===== src/rtl/srxf_pkg.sv =====
// Shared constants, command and status types for the serial receive ring buffer.
`timescale 1ns / 1ps

package srxf_pkg;

  localparam int DEPTH = 32;
  localparam int IDX_W = $clog2(DEPTH);
  localparam int NEST_W = 4;
  localparam logic [NEST_W-1:0] NEST_MAX = 4'd15;

  localparam logic [7:0] FLOW_XOFF = 8'h13;
  localparam logic [7:0] FLOW_XON  = 8'h11;

  localparam logic [1:0] KIND_BYTE   = 2'd0;
  localparam logic [1:0] KIND_DRAIN  = 2'd1;
  localparam logic [1:0] KIND_PAUSE  = 2'd2;
  localparam logic [1:0] KIND_RESUME = 2'd3;

  localparam logic [1:0] LINE_OK = 2'd0;

  localparam logic OUT_CHAR = 1'b0;
  localparam logic OUT_FLOW = 1'b1;

  // Configuration register word indexes
  localparam logic [1:0] REG_LINK  = 2'd0;
  localparam logic [1:0] REG_FLUSH = 2'd1;
  localparam logic [1:0] REG_PAUSE = 2'd2;

  typedef logic [IDX_W-1:0] idx_t;

  // Commands from the controller to the datapath
  typedef struct packed {
    logic capture;    // latch the incoming byte
    logic wr_en;      // store a byte at the write index
    logic wr_latched; // store the latched byte rather than the live input
    logic rd_en;      // read the oldest byte out and advance
    logic rd_last;    // that byte ends the transaction's results
    logic depth_inc;
    logic depth_dec;
    logic flow_emit;  // send a flow control byte
    logic flow_xon;   // 1 XON, 0 XOFF
    logic flow_last;
  } cmd_t;

  // Status from the datapath to the controller
  typedef struct packed {
    logic empty;
    logic full;
    logic rd_is_last; // one byte left in the ring
    logic depth_zero;
    logic depth_one;
    logic depth_max;
  } stat_t;

  function automatic idx_t idx_next(idx_t i);
    idx_t r;
    if (i == idx_t'(DEPTH - 1)) r = '0;
    else r = i + idx_t'(1);
    return r;
  endfunction

endpackage


===== src/rtl/srxf_ctrl.sv =====
// Controller state machine: decodes transactions and sequences drains.
`timescale 1ns / 1ps

module srxf_ctrl (
  input  logic           clk,
  input  logic           rst,
  input  logic           start,
  input  logic [1:0]     kind,
  input  logic [1:0]     rx_status,
  input  logic           link_connected,
  input  logic           flush_when_full,
  input  logic           pause_during_drain,
  input  srxf_pkg::stat_t stat,
  output srxf_pkg::cmd_t  cmd,
  output logic           busy
);
  import srxf_pkg::*;

  typedef enum logic [1:0] {
    S_IDLE,
    S_DRAIN,
    S_RESUME
  } state_t;

  state_t state, state_next;
  logic   wrap, wrap_next;   // drain is wrapped by XOFF/XON
  logic   store, store_next; // store the latched byte after the drain

  always_comb begin
    cmd        = '0;
    state_next = state;
    wrap_next  = wrap;
    store_next = store;
    case (state)
      S_IDLE: begin
        if (start) begin
          cmd.capture = 1'b1;
          case (kind)
            KIND_BYTE: begin
              if (link_connected && rx_status == LINE_OK) begin
                if (!stat.full) begin
                  cmd.wr_en = 1'b1;
                end else if (flush_when_full) begin
                  wrap_next     = pause_during_drain && link_connected && stat.depth_zero;
                  store_next    = 1'b1;
                  cmd.flow_emit = wrap_next;
                  state_next    = S_DRAIN;
                end
              end
            end
            KIND_DRAIN: begin
              if (!stat.empty) begin
                wrap_next     = pause_during_drain && link_connected && stat.depth_zero;
                store_next    = 1'b0;
                cmd.flow_emit = wrap_next;
                state_next    = S_DRAIN;
              end
            end
            KIND_PAUSE: begin
              if (!stat.depth_max) begin
                cmd.depth_inc = 1'b1;
                cmd.flow_emit = link_connected && stat.depth_zero;
                cmd.flow_last = 1'b1;
              end
            end
            KIND_RESUME: begin
              if (!stat.depth_zero) begin
                cmd.depth_dec = 1'b1;
                cmd.flow_emit = link_connected && stat.depth_one;
                cmd.flow_xon  = 1'b1;
                cmd.flow_last = 1'b1;
              end
            end
            default: ;
          endcase
        end
      end
      S_DRAIN: begin
        cmd.rd_en   = 1'b1;
        cmd.rd_last = stat.rd_is_last && !wrap;
        if (stat.rd_is_last) begin
          cmd.wr_en      = store;
          cmd.wr_latched = 1'b1;
          state_next     = wrap ? S_RESUME : S_IDLE;
        end
      end
      S_RESUME: begin
        cmd.flow_emit = 1'b1;
        cmd.flow_xon  = 1'b1;
        cmd.flow_last = 1'b1;
        state_next    = S_IDLE;
      end
      default: state_next = S_IDLE;
    endcase
  end

  always_ff @(posedge clk) begin
    if (rst) begin
      state <= S_IDLE;
      wrap  <= 1'b0;
      store <= 1'b0;
    end else begin
      state <= state_next;
      wrap  <= wrap_next;
      store <= store_next;
    end
  end

  assign busy = (state != S_IDLE);

endmodule


===== src/rtl/srxf_dp.sv =====
// Datapath: character ring, indices, pause nesting counter and result registers.
`timescale 1ns / 1ps

module srxf_dp (
  input  logic            clk,
  input  logic            rst,
  input  srxf_pkg::cmd_t  cmd,
  input  logic [7:0]      rx_byte,
  output srxf_pkg::stat_t stat,
  output logic            out_strobe,
  output logic            out_kind,
  output logic [7:0]      out_byte,
  output logic            last
);
  import srxf_pkg::*;

  logic [7:0]        mem [DEPTH];
  idx_t              rd_idx, wr_idx;
  logic [NEST_W-1:0] depth;
  logic [7:0]        byte_q;
  logic [7:0]        mem_q;
  logic              char_pend, char_last;
  logic              flow_pend, flow_last;
  logic [7:0]        flow_byte;

  always_comb begin
    stat.empty      = (rd_idx == wr_idx);
    stat.full       = (idx_next(wr_idx) == rd_idx);
    stat.rd_is_last = (idx_next(rd_idx) == wr_idx);
    stat.depth_zero = (depth == '0);
    stat.depth_one  = (depth == NEST_W'(1));
    stat.depth_max  = (depth == NEST_MAX);
  end

  // Ring storage, one write and one registered read port
  always_ff @(posedge clk) begin
    if (cmd.wr_en) mem[wr_idx] <= cmd.wr_latched ? byte_q : rx_byte;
    if (cmd.rd_en) mem_q <= mem[rd_idx];
    if (cmd.capture) byte_q <= rx_byte;
    if (cmd.rd_en) char_last <= cmd.rd_last;
    if (cmd.flow_emit) begin
      flow_byte <= cmd.flow_xon ? FLOW_XON : FLOW_XOFF;
      flow_last <= cmd.flow_last;
    end
  end

  always_ff @(posedge clk) begin
    if (rst) begin
      rd_idx    <= '0;
      wr_idx    <= '0;
      depth     <= '0;
      char_pend <= 1'b0;
      flow_pend <= 1'b0;
    end else begin
      if (cmd.rd_en) rd_idx <= idx_next(rd_idx);
      if (cmd.wr_en) wr_idx <= idx_next(wr_idx);
      if (cmd.depth_inc) depth <= depth + NEST_W'(1);
      else if (cmd.depth_dec) depth <= depth - NEST_W'(1);
      char_pend <= cmd.rd_en;
      flow_pend <= cmd.flow_emit;
    end
  end

  assign out_strobe = char_pend | flow_pend;
  assign out_kind   = flow_pend ? OUT_FLOW : OUT_CHAR;
  assign out_byte   = flow_pend ? flow_byte : mem_q;
  assign last       = flow_pend ? flow_last : char_last;

`ifndef SYNTHESIS
  a_one_source: assert property (@(posedge clk) disable iff (rst)
    !(char_pend && flow_pend))
    else $error("character and flow byte presented together");
  a_no_empty_read: assert property (@(posedge clk) disable iff (rst)
    cmd.rd_en |-> !stat.empty)
    else $error("read from empty ring");
  a_no_full_write: assert property (@(posedge clk) disable iff (rst)
    cmd.wr_en |-> !stat.full)
    else $error("write into full ring");
  a_no_flow_during_read: assert property (@(posedge clk) disable iff (rst)
    cmd.rd_en |-> !cmd.flow_emit)
    else $error("flow byte issued during drain read");
  a_depth_bounds: assert property (@(posedge clk) disable iff (rst)
    !(cmd.depth_inc && stat.depth_max) && !(cmd.depth_dec && stat.depth_zero))
    else $error("pause nesting counter wrapped");
`endif

endmodule


===== src/rtl/serial_rx_fifo_with_xon_xoff_unit.sv =====
// Top level of the serial receive ring buffer with XON/XOFF flow control.
`timescale 1ns / 1ps

//  channel   direction  handshake                 payload
//  command   in         start && !busy            kind, rx_byte, rx_status
//  result    out        out_strobe (one cycle)    out_kind, out_byte, last
//  config    in         APB write, pready = 1     link_connected, flush_when_full,
//                                                 pause_during_drain at 0x0/0x4/0x8
//
// A store, pause or resume transaction completes without raising busy.
// A drain holds busy while it reads out every buffered byte, and also while an XON
// closes it; results appear in the cycle after the controller issues them, registered.
// A flush on a full ring is a drain followed by the store in its last cycle.
// Synchronous reset empties the ring, zeroes the pause count, state and config registers.
// The result receiver cannot stall; one result leaves per strobe.

module serial_rx_fifo_with_xon_xoff_unit (
  input  logic        clk,
  input  logic        rst,
  input  logic        start,
  output logic        busy,
  input  logic [1:0]  kind,
  input  logic [7:0]  rx_byte,
  input  logic [1:0]  rx_status,
  output logic        out_strobe,
  output logic        out_kind,
  output logic [7:0]  out_byte,
  output logic        last,
  input  logic        psel,
  input  logic        penable,
  input  logic        pwrite,
  input  logic [3:0]  paddr,
  input  logic [31:0] pwdata,
  output logic [31:0] prdata,
  output logic        pready
);
  import srxf_pkg::*;

  logic  link_connected, flush_when_full, pause_during_drain;
  logic  cfg_wr;
  cmd_t  cmd;
  stat_t stat;

  // Configuration registers; word index from paddr[3:2]
  assign pready = 1'b1;
  assign cfg_wr = psel && penable && pwrite && pready;

  always_ff @(posedge clk) begin
    if (rst) begin
      link_connected     <= 1'b0;
      flush_when_full    <= 1'b0;
      pause_during_drain <= 1'b0;
    end else if (cfg_wr) begin
      case (paddr[3:2])
        REG_LINK:  link_connected     <= pwdata[0];
        REG_FLUSH: flush_when_full    <= pwdata[0];
        REG_PAUSE: pause_during_drain <= pwdata[0];
        default: ;
      endcase
    end
  end

  always_comb begin
    case (paddr[3:2])
      REG_LINK:  prdata = {31'd0, link_connected};
      REG_FLUSH: prdata = {31'd0, flush_when_full};
      REG_PAUSE: prdata = {31'd0, pause_during_drain};
      default:   prdata = '0;
    endcase
  end

  srxf_ctrl u_ctrl (
    .clk                (clk),
    .rst                (rst),
    .start              (start),
    .kind               (kind),
    .rx_status          (rx_status),
    .link_connected     (link_connected),
    .flush_when_full    (flush_when_full),
    .pause_during_drain (pause_during_drain),
    .stat               (stat),
    .cmd                (cmd),
    .busy               (busy)
  );

  srxf_dp u_dp (
    .clk        (clk),
    .rst        (rst),
    .cmd        (cmd),
    .rx_byte    (rx_byte),
    .stat       (stat),
    .out_strobe (out_strobe),
    .out_kind   (out_kind),
    .out_byte   (out_byte),
    .last       (last)
  );

endmodule

===== config.mk =====
export PLATFORM = sky130hd
export DESIGN_NAME = serial_rx_fifo_with_xon_xoff_unit
export DESIGN_NICKNAME = d
export VERILOG_FILES = /design/src/rtl/srxf_pkg.sv /design/src/rtl/srxf_ctrl.sv /design/src/rtl/srxf_dp.sv /design/src/rtl/serial_rx_fifo_with_xon_xoff_unit.sv
export SDC_FILE = /design/constraint.sdc
export NUM_CORES = 1
export LEC_CHECK = 0
export ABC_CLOCK_PERIOD_IN_PS = 5400
export BUFFER_PORTS_ARGS = -buffer_cell sky130_fd_sc_hd__buf_2
export CAP_MARGIN = 20
export CORE_MARGIN = 10
export CORE_UTILIZATION = 51
export CTS_CLUSTER_SIZE = 14
export DETAILED_ROUTE_END_ITERATION = 8
export PLACE_DENSITY = 0.74
export SLEW_MARGIN = 20
export SYNTH_ARGS = -nofsm -noshare
export SYNTH_HDL_FRONTEND = slang
export SYNTH_HIERARCHICAL = 1
export SYNTH_SLANG_ARGS = --single-unit

===== constraint.sdc =====
create_clock -name clk -period 5.4 [get_ports clk]
set_clock_uncertainty 0.2 [all_clocks]
set_input_delay 0.27 -clock clk [delete_from_list [all_inputs] [get_ports clk]]
set_output_delay 0.27 -clock clk [all_outputs]
set_load 0.03 [all_outputs]

Word level (Yosys, flattened, before mapping)
Memories as Yosys holds them, arrays and structs flattened. A register that Yosys moved wholly into a read port is not among the register bits.
Index checks and enable logic that the tools add are counted.
{ "word_totals": {"n_memories": 1, "reg_bits": 41, "in_bits": 54, "mem_bits_rw": 256, "romBits": 0, "latch_bits": 0, "elab_cells": 122} }
{ "op_classes": {"eq_ne": 25, "order_cmp": 0, "n_addsub": 4, "div": 0, "n_shift": 0, "n_reduce_logical": 22, "multipliers": 0, "bitwise": 1, "muxes": 54} }
{ "mem_list": {"columns": ["memory", "words", "word_bits", "read_ports", "rd_clocked_by_memory_dff", "write_ports", "line", "source"], "rows": [
  ["u_dp.mem", 32, 8, 1, 1, 1, "srxf_dp.sv:17", "logic [7:0] mem [DEPTH];"]
]} }
{ "op_table": {"columns": ["op", "count"], "rows": [
  ["two-way mux 1 bit", 25],
  ["two-way mux 2 bit", 11],
  ["two-way mux 8 bit", 2],
  ["equality test 5 bit", 3],
  ["two-way mux 5 bit", 3],
  ["AND reduction 7 bit", 2],
  ["two-way mux 4 bit", 3],
  ["adder 5 x 1 -> 5 bit (second input constant)", 2],
  ["equality test 5 bit (second input constant)", 2],
  ["inequality test 3 bit (second input constant)", 3],
  ["equality test 2 bit (second input constant)", 4],
  ["logical AND 1 bit", 8],
  ["logical NOT 2 bit", 4],
  ["one-hot mux 1 bit (2 select lines)", 4],
  ["one-hot mux 2 bit (2 select lines)", 2],
  ["equality test 2 x 1 -> 1 bit (second input constant)", 3],
  ["inequality test 2 x 1 -> 1 bit (second input constant)", 3],
  ["inequality test 2 bit (second input constant)", 3],
  ["inequality test 3 x 2 -> 1 bit (second input constant)", 2],
  ["one-hot mux 3 bit (2 select lines)", 1],
  ["AND reduction 2 bit", 3],
  ["nonzero test 2 bit", 3],
  ["adder 4 x 1 -> 4 bit (second input constant)", 1],
  ["equality test 4 x 1 -> 1 bit (second input constant)", 1],
  ["8 further kinds", 8]
]} }

Depth between registers and ports, before layout
Gate-level depths: netlist of the first run.
{ "logic_depth": {"depth_word": 10, "mapped_depth": 15, "ltp_nobuf": 13} }

Modules after synthesis
Netlist of the first run, hierarchy kept.
{ "by_module_without_submodules": {"columns": ["module", "instances", "area_per_inst_um2", "cells_per_inst"], "rows": [
  ["srxf_dp", 1, 11803.8, 647],
  ["serial_rx_fifo_with_xon_xoff_unit", 1, 414.1, 52],
  ["srxf_ctrl", 1, 322.8, 36]
]} }

Least setup slack after synthesis of the first run
Ideal clock, no wire load.
{ "synth_timing": {"path_type": "reg2reg", "start": "reg u_dp.rd_idx[2]", "end": "mem u_dp.mem[11][0], enable pin", "n_path_buf": 4, "required_time_ps": 4830, "arrival_ps": 3197, "stages_incl_launch_ff": 14, "slack_ps": 1633, "setup_ps": 370, "cell_sequence": "dfxtp_1 buf_2 buf_1 and3_1 ha_1 clkbuf_1 or4_1 o31ai_1 o2111a_1 nand2_1 o21ai_0 clkbuf_1 nand2_1 nor2_1"} }
{ "synth_rtl": {"columns": ["element", "line", "source"], "rows": [
  ["start, declared", "srxf_dp.sv:18", "idx_t rd_idx, wr_idx;"],
  ["start signal, assigned", "srxf_dp.sv:55", "if (cmd.rd_en) rd_idx <= idx_next(rd_idx);"],
  ["end, declared", "srxf_dp.sv:17", null]
]} }

==> flow_summary.yaml, run 1 <==
status:
  status: "finished clean"
grt:
  grt_pass1_wl_mm: 40.4
  grt.overflow.total: 0
  met3_usage: 0.0324
  grt_util_met2: 0.282
  grt.total_usage: 0.167
  use_met1: 0.212
  antenna_found_initial: 0
  busiest_layer: "met2"
  grt_pass1_vias: 6911
  grt_max_degree: 46
cells_and_area:
  fin_cells: 1141
  drive_gt1_frac: 0.217
  area_delta_synth_final_pct: 12.0
  final_common_cell: "edfxtp_1"
  final_cell_mix: "edfxtp_1, nor2_1, mux2i_1, mux4_2, buf_2"
  fin_nets: 857
  diodes: 0
sta:
  finalCriticalPeriod_ns: 4.40
  tightest_slew_ns: 0.893
  rsz0062_at_grt: "no"
  final.setup.tns_ns: 0
  fin_crit_sh: 0.815
  finalHoldViolCount: 0
  slew_viol_final: 0
  slew_headroom: 0.403
  max_freq_mhz: 227
  setup_viol: 0
clock_tree:
  clk_pin_slew_ns: 0.06
  htreeDepth: 1
  cts-root-buf: "clkbuf_16"
  clockBufferDepth: 3
  clock-sinks: 298
  numCtsBuffers: 30
  tritoncts: "yes"
  ctsResizeCount: 0
  post_cts_buffers: 0
  clock_latency_ns: 0.55
routing:
  drt_first_pass_iters: 6
  antenna_left: 0
  viasPerCell: 5.86
  routedWlPerCell_um: 23.0
  drc: 0
  drt_iter0_markers: 746
  drt-total-wl_mm: 26.3
  via_count: 6687
critical_path:
  r2r_start: "u_dp/rd_idx[0]$_SDFFE_PP0P_"
  path_class: "reg2reg"
  critPathRequiredTime_ns: 5.37
  worstSetupStartpoint: "u_dp/rd_idx[0]$_SDFFE_PP0P_"
  r2r_end: "u_dp/mem[0][1]$_DFFE_PP_"
  worstRegToRegCells: 11
  path_buf_inv: 1
  ff2ff_setup_slack_ns: 1.0
  cp-start-kind: "flip-flop"
  critPathMaxStageDelay_ns: 0.82
  end_kind: "flip-flop"
  worstPathCellList: "ha_1 > and3_1 > ha_1 > or4_1 > o31ai_1 > o2111a_1 > nand2_1 > o21ai_0 > buf_4 > nand2_1 > nor2_1"
  critPathCapture: "u_dp/mem[0][1]$_DFFE_PP_"
  slowest_stage: "nor2_1"
  crit_fanout: 24
  critPathTopFamily: "simple AND/OR/NAND/NOR gates"
  crit_cells: 11
  worstPathArrival_ns: 4.37
hold_path:
  hold_class: "in2reg"
  hold_depth: 2
logic_synthesis:
  yosys.cell_types.count: 62
  synth_seq_cells: 298
  synth_top_area_cell: "edfxtp_1"
  synthArstFlopShare: 0
  synth_top_area_frac: 0.658
  yosys_warnings: 6
  synth_area_leaders: "edfxtp_1, mux4_2, dfxtp_1, mux2i_1, buf_4"
  ys.flop_type: "edfxtp_1"
  syn-cell-area_mm2: 0.0125
  synth_edf_count: 275
  syn_inst: 735
  avgSynthCellArea_um2: 17.1
  ys_seq_area_frac: 0.695
power_and_ir_drop:
  power_density_mw_per_mm2: 328
  leakagePower_nw: 4.50
  peakVddDrop_mv: 0.212
place:
  routabilityCongestion: 0.821
  dp_hpwl_mm: 16.2
  io_buffers: 33
  dpl.cell_count: 1066
floorplanning:
  start_util: 0.517
  fp.dieArea_mm2: 0.0313
  dieHeight_um: 177
  core_mm2: 0.0242
  io_pins: 99
  die_w_um: 177
  rows: 57
flow_run:
  max-cap-violations: 0
final cells by class:
cell class / count / area [µm²]
clock buffer: 37 / 817
inverter: 8 / 30.0
sequential: 298 / 8720
multi-input combinational: 389 / 3460
clock inverter: 19 / 148
tap: 324 / 405
timing repair buffer: 66 / 460
fill: 1755 / 10200
registers in the layout (all words and copies together), names as in the netlist, 2 cells and up:
register / count
u_ctrl/state: 2
u_dp/byte_q: 8
u_dp/depth: 4
u_dp/mem: 256
u_dp/mem_q: 8
u_dp/rd_idx: 5
u_dp/wr_idx: 5
where the power goes:
part	switching, mW	internal (mW)
clock network	0.847	1.13
registers	0.00297	2.52
logic	0.0823	0.0245
total	0.932	3.67
worst register-to-register path, cell delays in order (launching register included):
cell and delay (ns):
dfxtp_4 0.47, ha_1 0.30, and3_1 0.20, ha_1 0.29, or4_1 0.53, o31ai_1 0.08
o2111a_1 0.24, nand2_1 0.10, o21ai_0 0.21, buf_4 0.20, nand2_1 0.38, nor2_1 0.82
how the worst min path moves through the flow:
stage	start	end	slack [ns]
after floorplan	rst	u_ctrl/store$_SDFFE_PP0P_	0.14
after global placement	u_ctrl/wrap$_SDFFE_PP0P_	u_ctrl/state[1]$_SDFFE_PP0P_	0.26
after detailed placement	rx_byte[6]	u_dp/byte_q[6]$_DFFE_PP_	0.26
after CTS	start	u_dp/byte_q[3]$_DFFE_PP_	0.02
after global routing	start	u_dp/byte_q[2]$_DFFE_PP_	0.03
final	start	u_dp/byte_q[3]$_DFFE_PP_	0.03
layer usage:
layer / part of all wire / vias to the layer above
met4: 0.031 / 0
li1: - / 2942
met3: 0.081 / 49
met5: 0 / -
met1: 0.39 / 3423
met2: 0.50 / 273
repair_timing:
item / 4_1_cts / 5_1_grt
hold buffers: 19 / 0
hold endpoints to repair: 29 / 0
endpoints found under the setup margin: 0 / 0
logic make-up after synthesis:
kind of cell / share of synthesized area
flops: 0.695
simple gates: 0.0623
mux: 0.131
compound gates: 0.0487
buf+inv: 0.0384
xor+xnor: 0.0137
fa+ha+maj: 0.00998
other cells: 0.000599
synth_stat cells (10+ instances only):
| cell type | n |
|---|---|
| a21oi_1 | 21 |
| a22oi_1 | 10 |
| buf_4 | 39 |
| clkbuf_1 | 18 |
| dfxtp_1 | 23 |
| edfxtp_1 | 275 |
| ha_1 | 10 |
| mux2_2 | 12 |
| mux2i_1 | 44 |
| mux4_2 | 44 |
| nand2_1 | 13 |
| nand2b_1 | 10 |
| nor2_1 | 58 |
| nor2b_1 | 11 |
stage by stage:
step | setup WS (ns) | util | cell area, µm² | total power [mW] | hold slack (ns)
2_1_floorplan | 1.63 | - | 12700 | 2.66 | 0.136
3_3_place_gp | 1.12 | 0.531 | 12900 | 2.67 | 0.261
3_5_place_dp | 1.09 | 0.531 | 12900 | 2.67 | 0.263
4_1_cts | 1.03 | 0.579 | 14000 | 4.64 | 0.0157
5_1_grt | 0.795 | 0.579 | 14000 | 4.74 | 0.0268
6_report | 0.998 | 0.579 | 14000 | 4.61 | 0.0318
Note: power is estimated with default switching activity, not from simulation.
==> run 2: changes to the inputs <==
--- a/config.mk
+++ b/config.mk
@@ -5,14 +5,14 @@
 export SDC_FILE = /design/constraint.sdc
 export NUM_CORES = 1
 export LEC_CHECK = 0
-export ABC_CLOCK_PERIOD_IN_PS = 5400
+export ABC_CLOCK_PERIOD_IN_PS = 3500
 export BUFFER_PORTS_ARGS = -buffer_cell sky130_fd_sc_hd__buf_2
 export CAP_MARGIN = 20
 export CORE_MARGIN = 10
 export CORE_UTILIZATION = 51
 export CTS_CLUSTER_SIZE = 14
 export DETAILED_ROUTE_END_ITERATION = 8
-export PLACE_DENSITY = 0.74
+export PLACE_DENSITY = 0.76
 export SLEW_MARGIN = 20
 export SYNTH_ARGS = -nofsm -noshare
 export SYNTH_HDL_FRONTEND = slang
==> constraint.sdc (replaced) <==
create_clock -name clk -period 3.5 [get_ports clk]
set_clock_uncertainty 0.2 [all_clocks]
set_input_delay 0.175 -clock clk [delete_from_list [all_inputs] [get_ports clk]]
set_output_delay 0.175 -clock clk [all_outputs]
set_load 0.03 [all_outputs]
==> run 2 against run 1 <==
Effect of this change:
- count of clock-buffer cells in the layout fell by 2
- non-clock buffer count increased by 39
- sequential power increased by 54%
- sequential share of layout area is 2.9 points lower
- via count rose by 1.3%
- wire length rose by 1.3%
- worst hold slack improved by 0.056 ns
- clock power up 56%
- critical path depth decreased by 2
- first-iteration DRC count decreased by 6.3%
- largest power group unchanged
- cell count rose by 3.2%
- flip-flop and latch count did not move
==> flow_summary.yaml, run 2 (synthesized netlist as in run 1, its figures left out) <==
status:
  status: "finished clean"
place:
  routabilityCongestion: 0.792
  placed_cell_area_mm2: 0.0134
  io_buffers: 33
  dp_hpwl_mm: 15.9
cells_and_area:
  reg.largest.list: "u_dp/mem: 256 flops, u_dp/byte_q: 8 flops, u_dp/mem_q: 8 flops"
  diodes: 0
  final_util: 0.607
  largest_reg_flops: 256
  multiInputGateArea_mm2: 0.00363
  drive_gt1_frac: 0.286
  regMostFlops: "u_dp/mem"
  area_delta_synth_final_pct: 17.4
  final_cell_area_mm2: 0.0147
  seq_area_mm2: 0.00872
  fin_nets: 895
  final_cell_mix: "edfxtp_1, mux2i_1, mux4_2"
  fillers: 1700
  final_common_cell: "edfxtp_1"
power_and_ir_drop:
  pwr-share-comb: 0.024
  peakVddDrop_mv: 0.427
  switching_share: 0.197
  leakagePower_nw: 4.79
  finalPower_mw: 7.13
  intPower_mw: 5.73
  power_density_mw_per_mm2: 485
  clkPwrFrac: 0.430
  seqPwrFrac: 0.546
  power.switching_mw: 1.40
clock_tree:
  htreeDepth: 1
  clock-sinks: 298
  cts-root-buf: "clkbuf_16"
  tritoncts: "yes"
  clk_pin_slew_ns: 0.07
  clock_latency_ns: 0.55
  clockBufferDepth: 3
  numCtsBuffers: 29
sta:
  finalHoldViolCount: 0
  rsz0062_at_grt: "yes"
  max_freq_mhz: 295
  fin_crit_sh: 0.967
  tightest_slew_ns: 0.707
  slew_headroom: 0.528
  finalCriticalPeriod_ns: 3.39
  setup_viol: 0
  slew_viol_final: 0
floorplanning:
  dieHeight_um: 177
  core_mm2: 0.0242
  start_util: 0.517
  fp.dieArea_mm2: 0.0313
  io_pins: 99
  die_w_um: 177
  rows: 57
routing:
  drt-total-wl_mm: 26.6
  via_count: 6775
  drt_first_pass_iters: 5
  drc: 0
  viasPerCell: 5.76
  antenna_left: 0
  routedWlPerCell_um: 22.6
  drt_iter0_markers: 699
critical_path:
  worstSetupStartpoint: "u_dp/rd_idx[0]$_SDFFE_PP0P_"
  cp-start-kind: "flip-flop"
  critPathTopFamily: "simple AND/OR/NAND/NOR gates"
  path_class: "reg2reg"
  critPathMaxStageDelay_ns: 0.65
  worstPathArrival_ns: 3.36
  critPathRequiredTime_ns: 3.48
  slowest_stage: "mux2_2"
  r2r_start: "u_dp/rd_idx[0]$_SDFFE_PP0P_"
  end_kind: "flip-flop"
  path_buf_inv: 1
  worstPathCellList: "ha_1 > and3_1 > ha_1 > or4_1 > o31ai_1 > o2111a_1 > nand2_1 > inv_1 > mux2_2"
  crit_fanout: 32
  cp_common_cell: "ha_1"
grt:
  grt.overflow.total: 0
  grt_pass1_wl_mm: 40.7
  grt.total_usage: 0.169
  grt_pass1_vias: 6859
  grt_util_met2: 0.278
  use_met1: 0.226
  busiest_layer: "met2"
  met3_usage: 0.0284
  grt_max_degree: 91
  antenna_found_initial: 0
hold_path:
  min-delay-start: "rx_status[1]"
  hold_class: "in2reg"
flow_run:
  max-cap-violations: 0
## run 2: timing repair
action                                  CTS  global route
hold buffers                             21             0
hold endpoints to repair                 32             0
setup buffers                             0             5
gates resized for setup                   0             5
endpoints found under the setup margin    0           498
## run 2: cell type report
class	instances	area share
Clock buffer	35	0.0529
Clock inverter	18	0.0117
Inverter	8	0.00204
Multi-Input combinational cell	389	0.247
Sequential cell	298	0.593
Tap cell	324	0.0275
Timing Repair Buffer	105	0.0665
## run 2: final timing paths
check | end | slack [ns] | cells after the start
setup / recovery | u_dp/mem[16][1]$_DFFE_PP_ | 0.11 | 9
hold / removal | u_ctrl/state[0]$_SDFFE_PP0P_ | 0.09 | 5
setup reg to reg | u_dp/mem[16][1]$_DFFE_PP_ | 0.11 | 9
hold reg to reg | u_ctrl/state[1]$_SDFFE_PP0P_ | 0.27 | 2
## run 2: worst min-delay path, cell delays in order
cell and delay, ns:
buf_2 0.09, nor4b_2 0.05, and3_1 0.20, o21ai_4 0.20, a21oi_1 0.07
## run 2: through the flow
stage	cells	setup slack [ns]	setup TNS [ns]	hold WS, ns
global placement	1098	0.0604	0	0.168
finish	1177	0.114	0	0.0878
global route	1177	-0.0962	-16.88	0.101
CTS	1172	0.0346	0	0.0572
floorplan	765	-0.0450	-6.69	0.0412
detailed placement	1098	0.0590	0	0.171
## run 2: power by group through the flow
stage | combinational, mW | clock, mW | sequential, mW
final | 0.169 | 3.07 | 3.90
after detailed placement | 0.153 | 0 | 3.97
after global placement | 0.147 | 0 | 3.97
after global routing | 0.184 | 3.27 | 3.89
after floorplan | 0.127 | 0 | 3.97
after CTS | 0.168 | 3.13 | 3.90
## run 2: metal layers
| layer | wire (µm) | vias up | part of all wire |
|---|---|---|---|
| met4 | 667 | 0 | 0.025 |
| met3 | 1730 | 47 | 0.065 |
| met1 | 11000 | 3492 | 0.41 |
| met2 | 13200 | 218 | 0.50 |
| met5 | 0 | - | 0 |
| li1 | - | 3018 | - |
==> run 3: changes to the inputs <==
--- a/config.mk
+++ b/config.mk
@@ -12,7 +12,7 @@
 export CORE_UTILIZATION = 51
 export CTS_CLUSTER_SIZE = 14
 export DETAILED_ROUTE_END_ITERATION = 8
-export PLACE_DENSITY = 0.76
+export PLACE_DENSITY = 0.77
 export SLEW_MARGIN = 20
 export SYNTH_ARGS = -nofsm -noshare
 export SYNTH_HDL_FRONTEND = slang
==> run 3 against run 2 <==
Effect of this change:
- maximum frequency decreased by 1.3%
- sequential share of layout area down 0.13 points
- wire length shrank 3.0%
- total power fell by 0.22%
- critical endpoint is now u_dp/mem[25][2]$_DFFE_PP_
- sequential power about the same
- clock power about the same
- via count decreased by 0.89%
- utilization rose by 0.13 points
- first-iteration DRC count down 27%
==> flow_summary.yaml, run 3 (synthesized netlist as in run 1, its figures left out) <==
clock_tree:
  cts-root-buf: "clkbuf_16"
  clock-sinks: 298
  htreeDepth: 1
  clk_pin_slew_ns: 0.06
  tritoncts: "yes"
  numCtsBuffers: 29
  clockBufferDepth: 3
  clock_latency_ns: 0.53
critical_path:
  path_buf_inv: 1
  crit_cells: 9
  ff2ff_setup_slack_ns: 0.07
  cp_common_cell: "ha_1"
  worstPathCellList: "ha_1 > and3_1 > ha_1 > or4_1 > o31ai_1 > o2111a_1 > nand2_1 > inv_1 > mux2_2"
  r2r_start: "u_dp/rd_idx[0]$_SDFFE_PP0P_"
  critPathMaxStageDelay_ns: 0.65
  r2r_end: "u_dp/mem[25][2]$_DFFE_PP_"
  critPathTopFamily: "simple AND/OR/NAND/NOR gates"
  crit_fanout: 32
  critPathRequiredTime_ns: 3.47
  end_kind: "flip-flop"
  worstSetupStartpoint: "u_dp/rd_idx[0]$_SDFFE_PP0P_"
  worstPathArrival_ns: 3.40
  cp-start-kind: "flip-flop"
  path_class: "reg2reg"
  slowest_stage: "mux2_2"
  worstRegToRegCells: 9
  critPathCapture: "u_dp/mem[25][2]$_DFFE_PP_"
cells_and_area:
  area_delta_synth_final_pct: 17.6
  largest_reg_flops: 256
  drive_gt1_frac: 0.279
  final_common_cell: "edfxtp_1"
  reg.largest.list: "u_dp/mem: 256 flops, u_dp/byte_q: 8 flops, u_dp/mem_q: 8 flops"
  regMostFlops: "u_dp/mem"
  fillers: 1673
  final_cell_mix: "edfxtp_1, mux2i_1, mux4_2"
  final_util: 0.608
  diodes: 0
  multiInputGateArea_mm2: 0.00363
  seq_area_mm2: 0.00872
  fin_nets: 894
  fin_cells: 1174
place:
  dp_hpwl_mm: 15.8
  io_buffers: 33
  dpl.cell_count: 1097
  dp_slack_ns: 0.0464
  routabilityCongestion: 0.790
sta:
  finalCriticalPeriod_ns: 3.43
  rsz0062_at_grt: "yes"
  setup_viol: 0
  finalHoldViolCount: 0
  max_freq_mhz: 292
  slew_viol_final: 0
  timing.final.ws_setup_ns: 0.0714
  fin_crit_sh: 0.980
  slew_headroom: 0.520
  tightest_slew_ns: 0.720
routing:
  viasPerCell: 5.72
  via_count: 6715
  drt_first_pass_iters: 4
  drt_iter0_markers: 510
  routedWlPerCell_um: 22.0
  drt-total-wl_mm: 25.8
  drc: 0
  antenna_left: 0
grt:
  grt_max_degree: 34
  antenna_found_initial: 0
  grt.overflow.total: 0
  grt.total_usage: 0.163
  grt_pass1_vias: 6758
  grt_pass1_wl_mm: 39.7
power_and_ir_drop:
  leakagePower_nw: 4.78
  peakVddDrop_mv: 0.289
  power_density_mw_per_mm2: 483
floorplanning:
  rows: 57
  io_pins: 99
  fp.dieArea_mm2: 0.0313
  dieHeight_um: 177
  die_w_um: 177
  core_mm2: 0.0242
  start_util: 0.517
hold_path:
  hold_class: "in2reg"
status:
  status: "finished clean"
flow_run:
  max-cap-violations: 0
## run 3: repair_timing
item / 4_1_cts / 5_1_grt
resized for setup: 0 / 4
buffers inserted: 0 / 5
hold endpoints to repair: 40 / 0
setup endpoints to repair: 0 / 394
hold buffers: 21 / 0
## run 3: per-layer routing
| metal | global-route usage | vias to the layer above | wire (µm) |
|---|---|---|---|
| met1 | 0.213 | 3437 | 10500 |
| met3 | 0.0294 | 37 | 1840 |
| li1 | - | 3024 | - |
| met5 | 0 | - | 0 |
| met4 | 0.0350 | 0 | 441 |
| met2 | 0.280 | 217 | 13000 |
## run 3: tightest hold or removal path: stages
cell and delay [ns]:
buf_2 0.09, nor4b_2 0.05, and3_1 0.20, o21ai_4 0.18
a221oi_2 0.06
## run 3: power breakdown
| part | internal (mW) | switching [mW] | total (mW) |
|---|---|---|---|
| clock network | 1.80 | 1.25 | 3.06 |
| registers | 3.89 | 0.00472 | 3.90 |
| logic | 0.0397 | 0.127 | 0.167 |
## run 3: area by class of cell
type	instances	area share
flip-flops and latches	298	0.591
multi-input cells	389	0.246
repair buffers	104	0.0695
clock buffers	33	0.0502
well taps	324	0.0275
clock inverters	18	0.0132
inverters	8	0.00204
## run 3: worst min-delay path by stage
stage            startpoint                            to  slack (ns)  cells past startpoint
2_1_floorplan           rst     u_ctrl/store$_SDFFE_PP0P_        0.04                      1
4_1_cts        rx_status[1]  u_ctrl/state[0]$_SDFFE_PP0P_        0.05                      5
3_5_place_dp     rx_byte[4]      u_dp/byte_q[4]$_DFFE_PP_        0.17                      1
5_1_grt        rx_status[1]     u_ctrl/store$_SDFFE_PP0P_        0.08                      5
6_report       rx_status[1]     u_ctrl/store$_SDFFE_PP0P_        0.07                      5
3_3_place_gp     rx_byte[1]      u_dp/byte_q[1]$_DFFE_PP_        0.17                      1
## run 3: metrics by stage
stage          TNS (ns)  hold WS, ns  cell area, µm²  power (mW)
6_report              0       0.0706           14800        7.12
3_5_place_dp          0        0.170           13500        4.12
2_1_floorplan     -6.69       0.0412           12800        4.10
4_1_cts               0       0.0504           14600        7.19
5_1_grt           -6.24       0.0819           14800        7.32
3_3_place_gp          0        0.168           13500        4.12
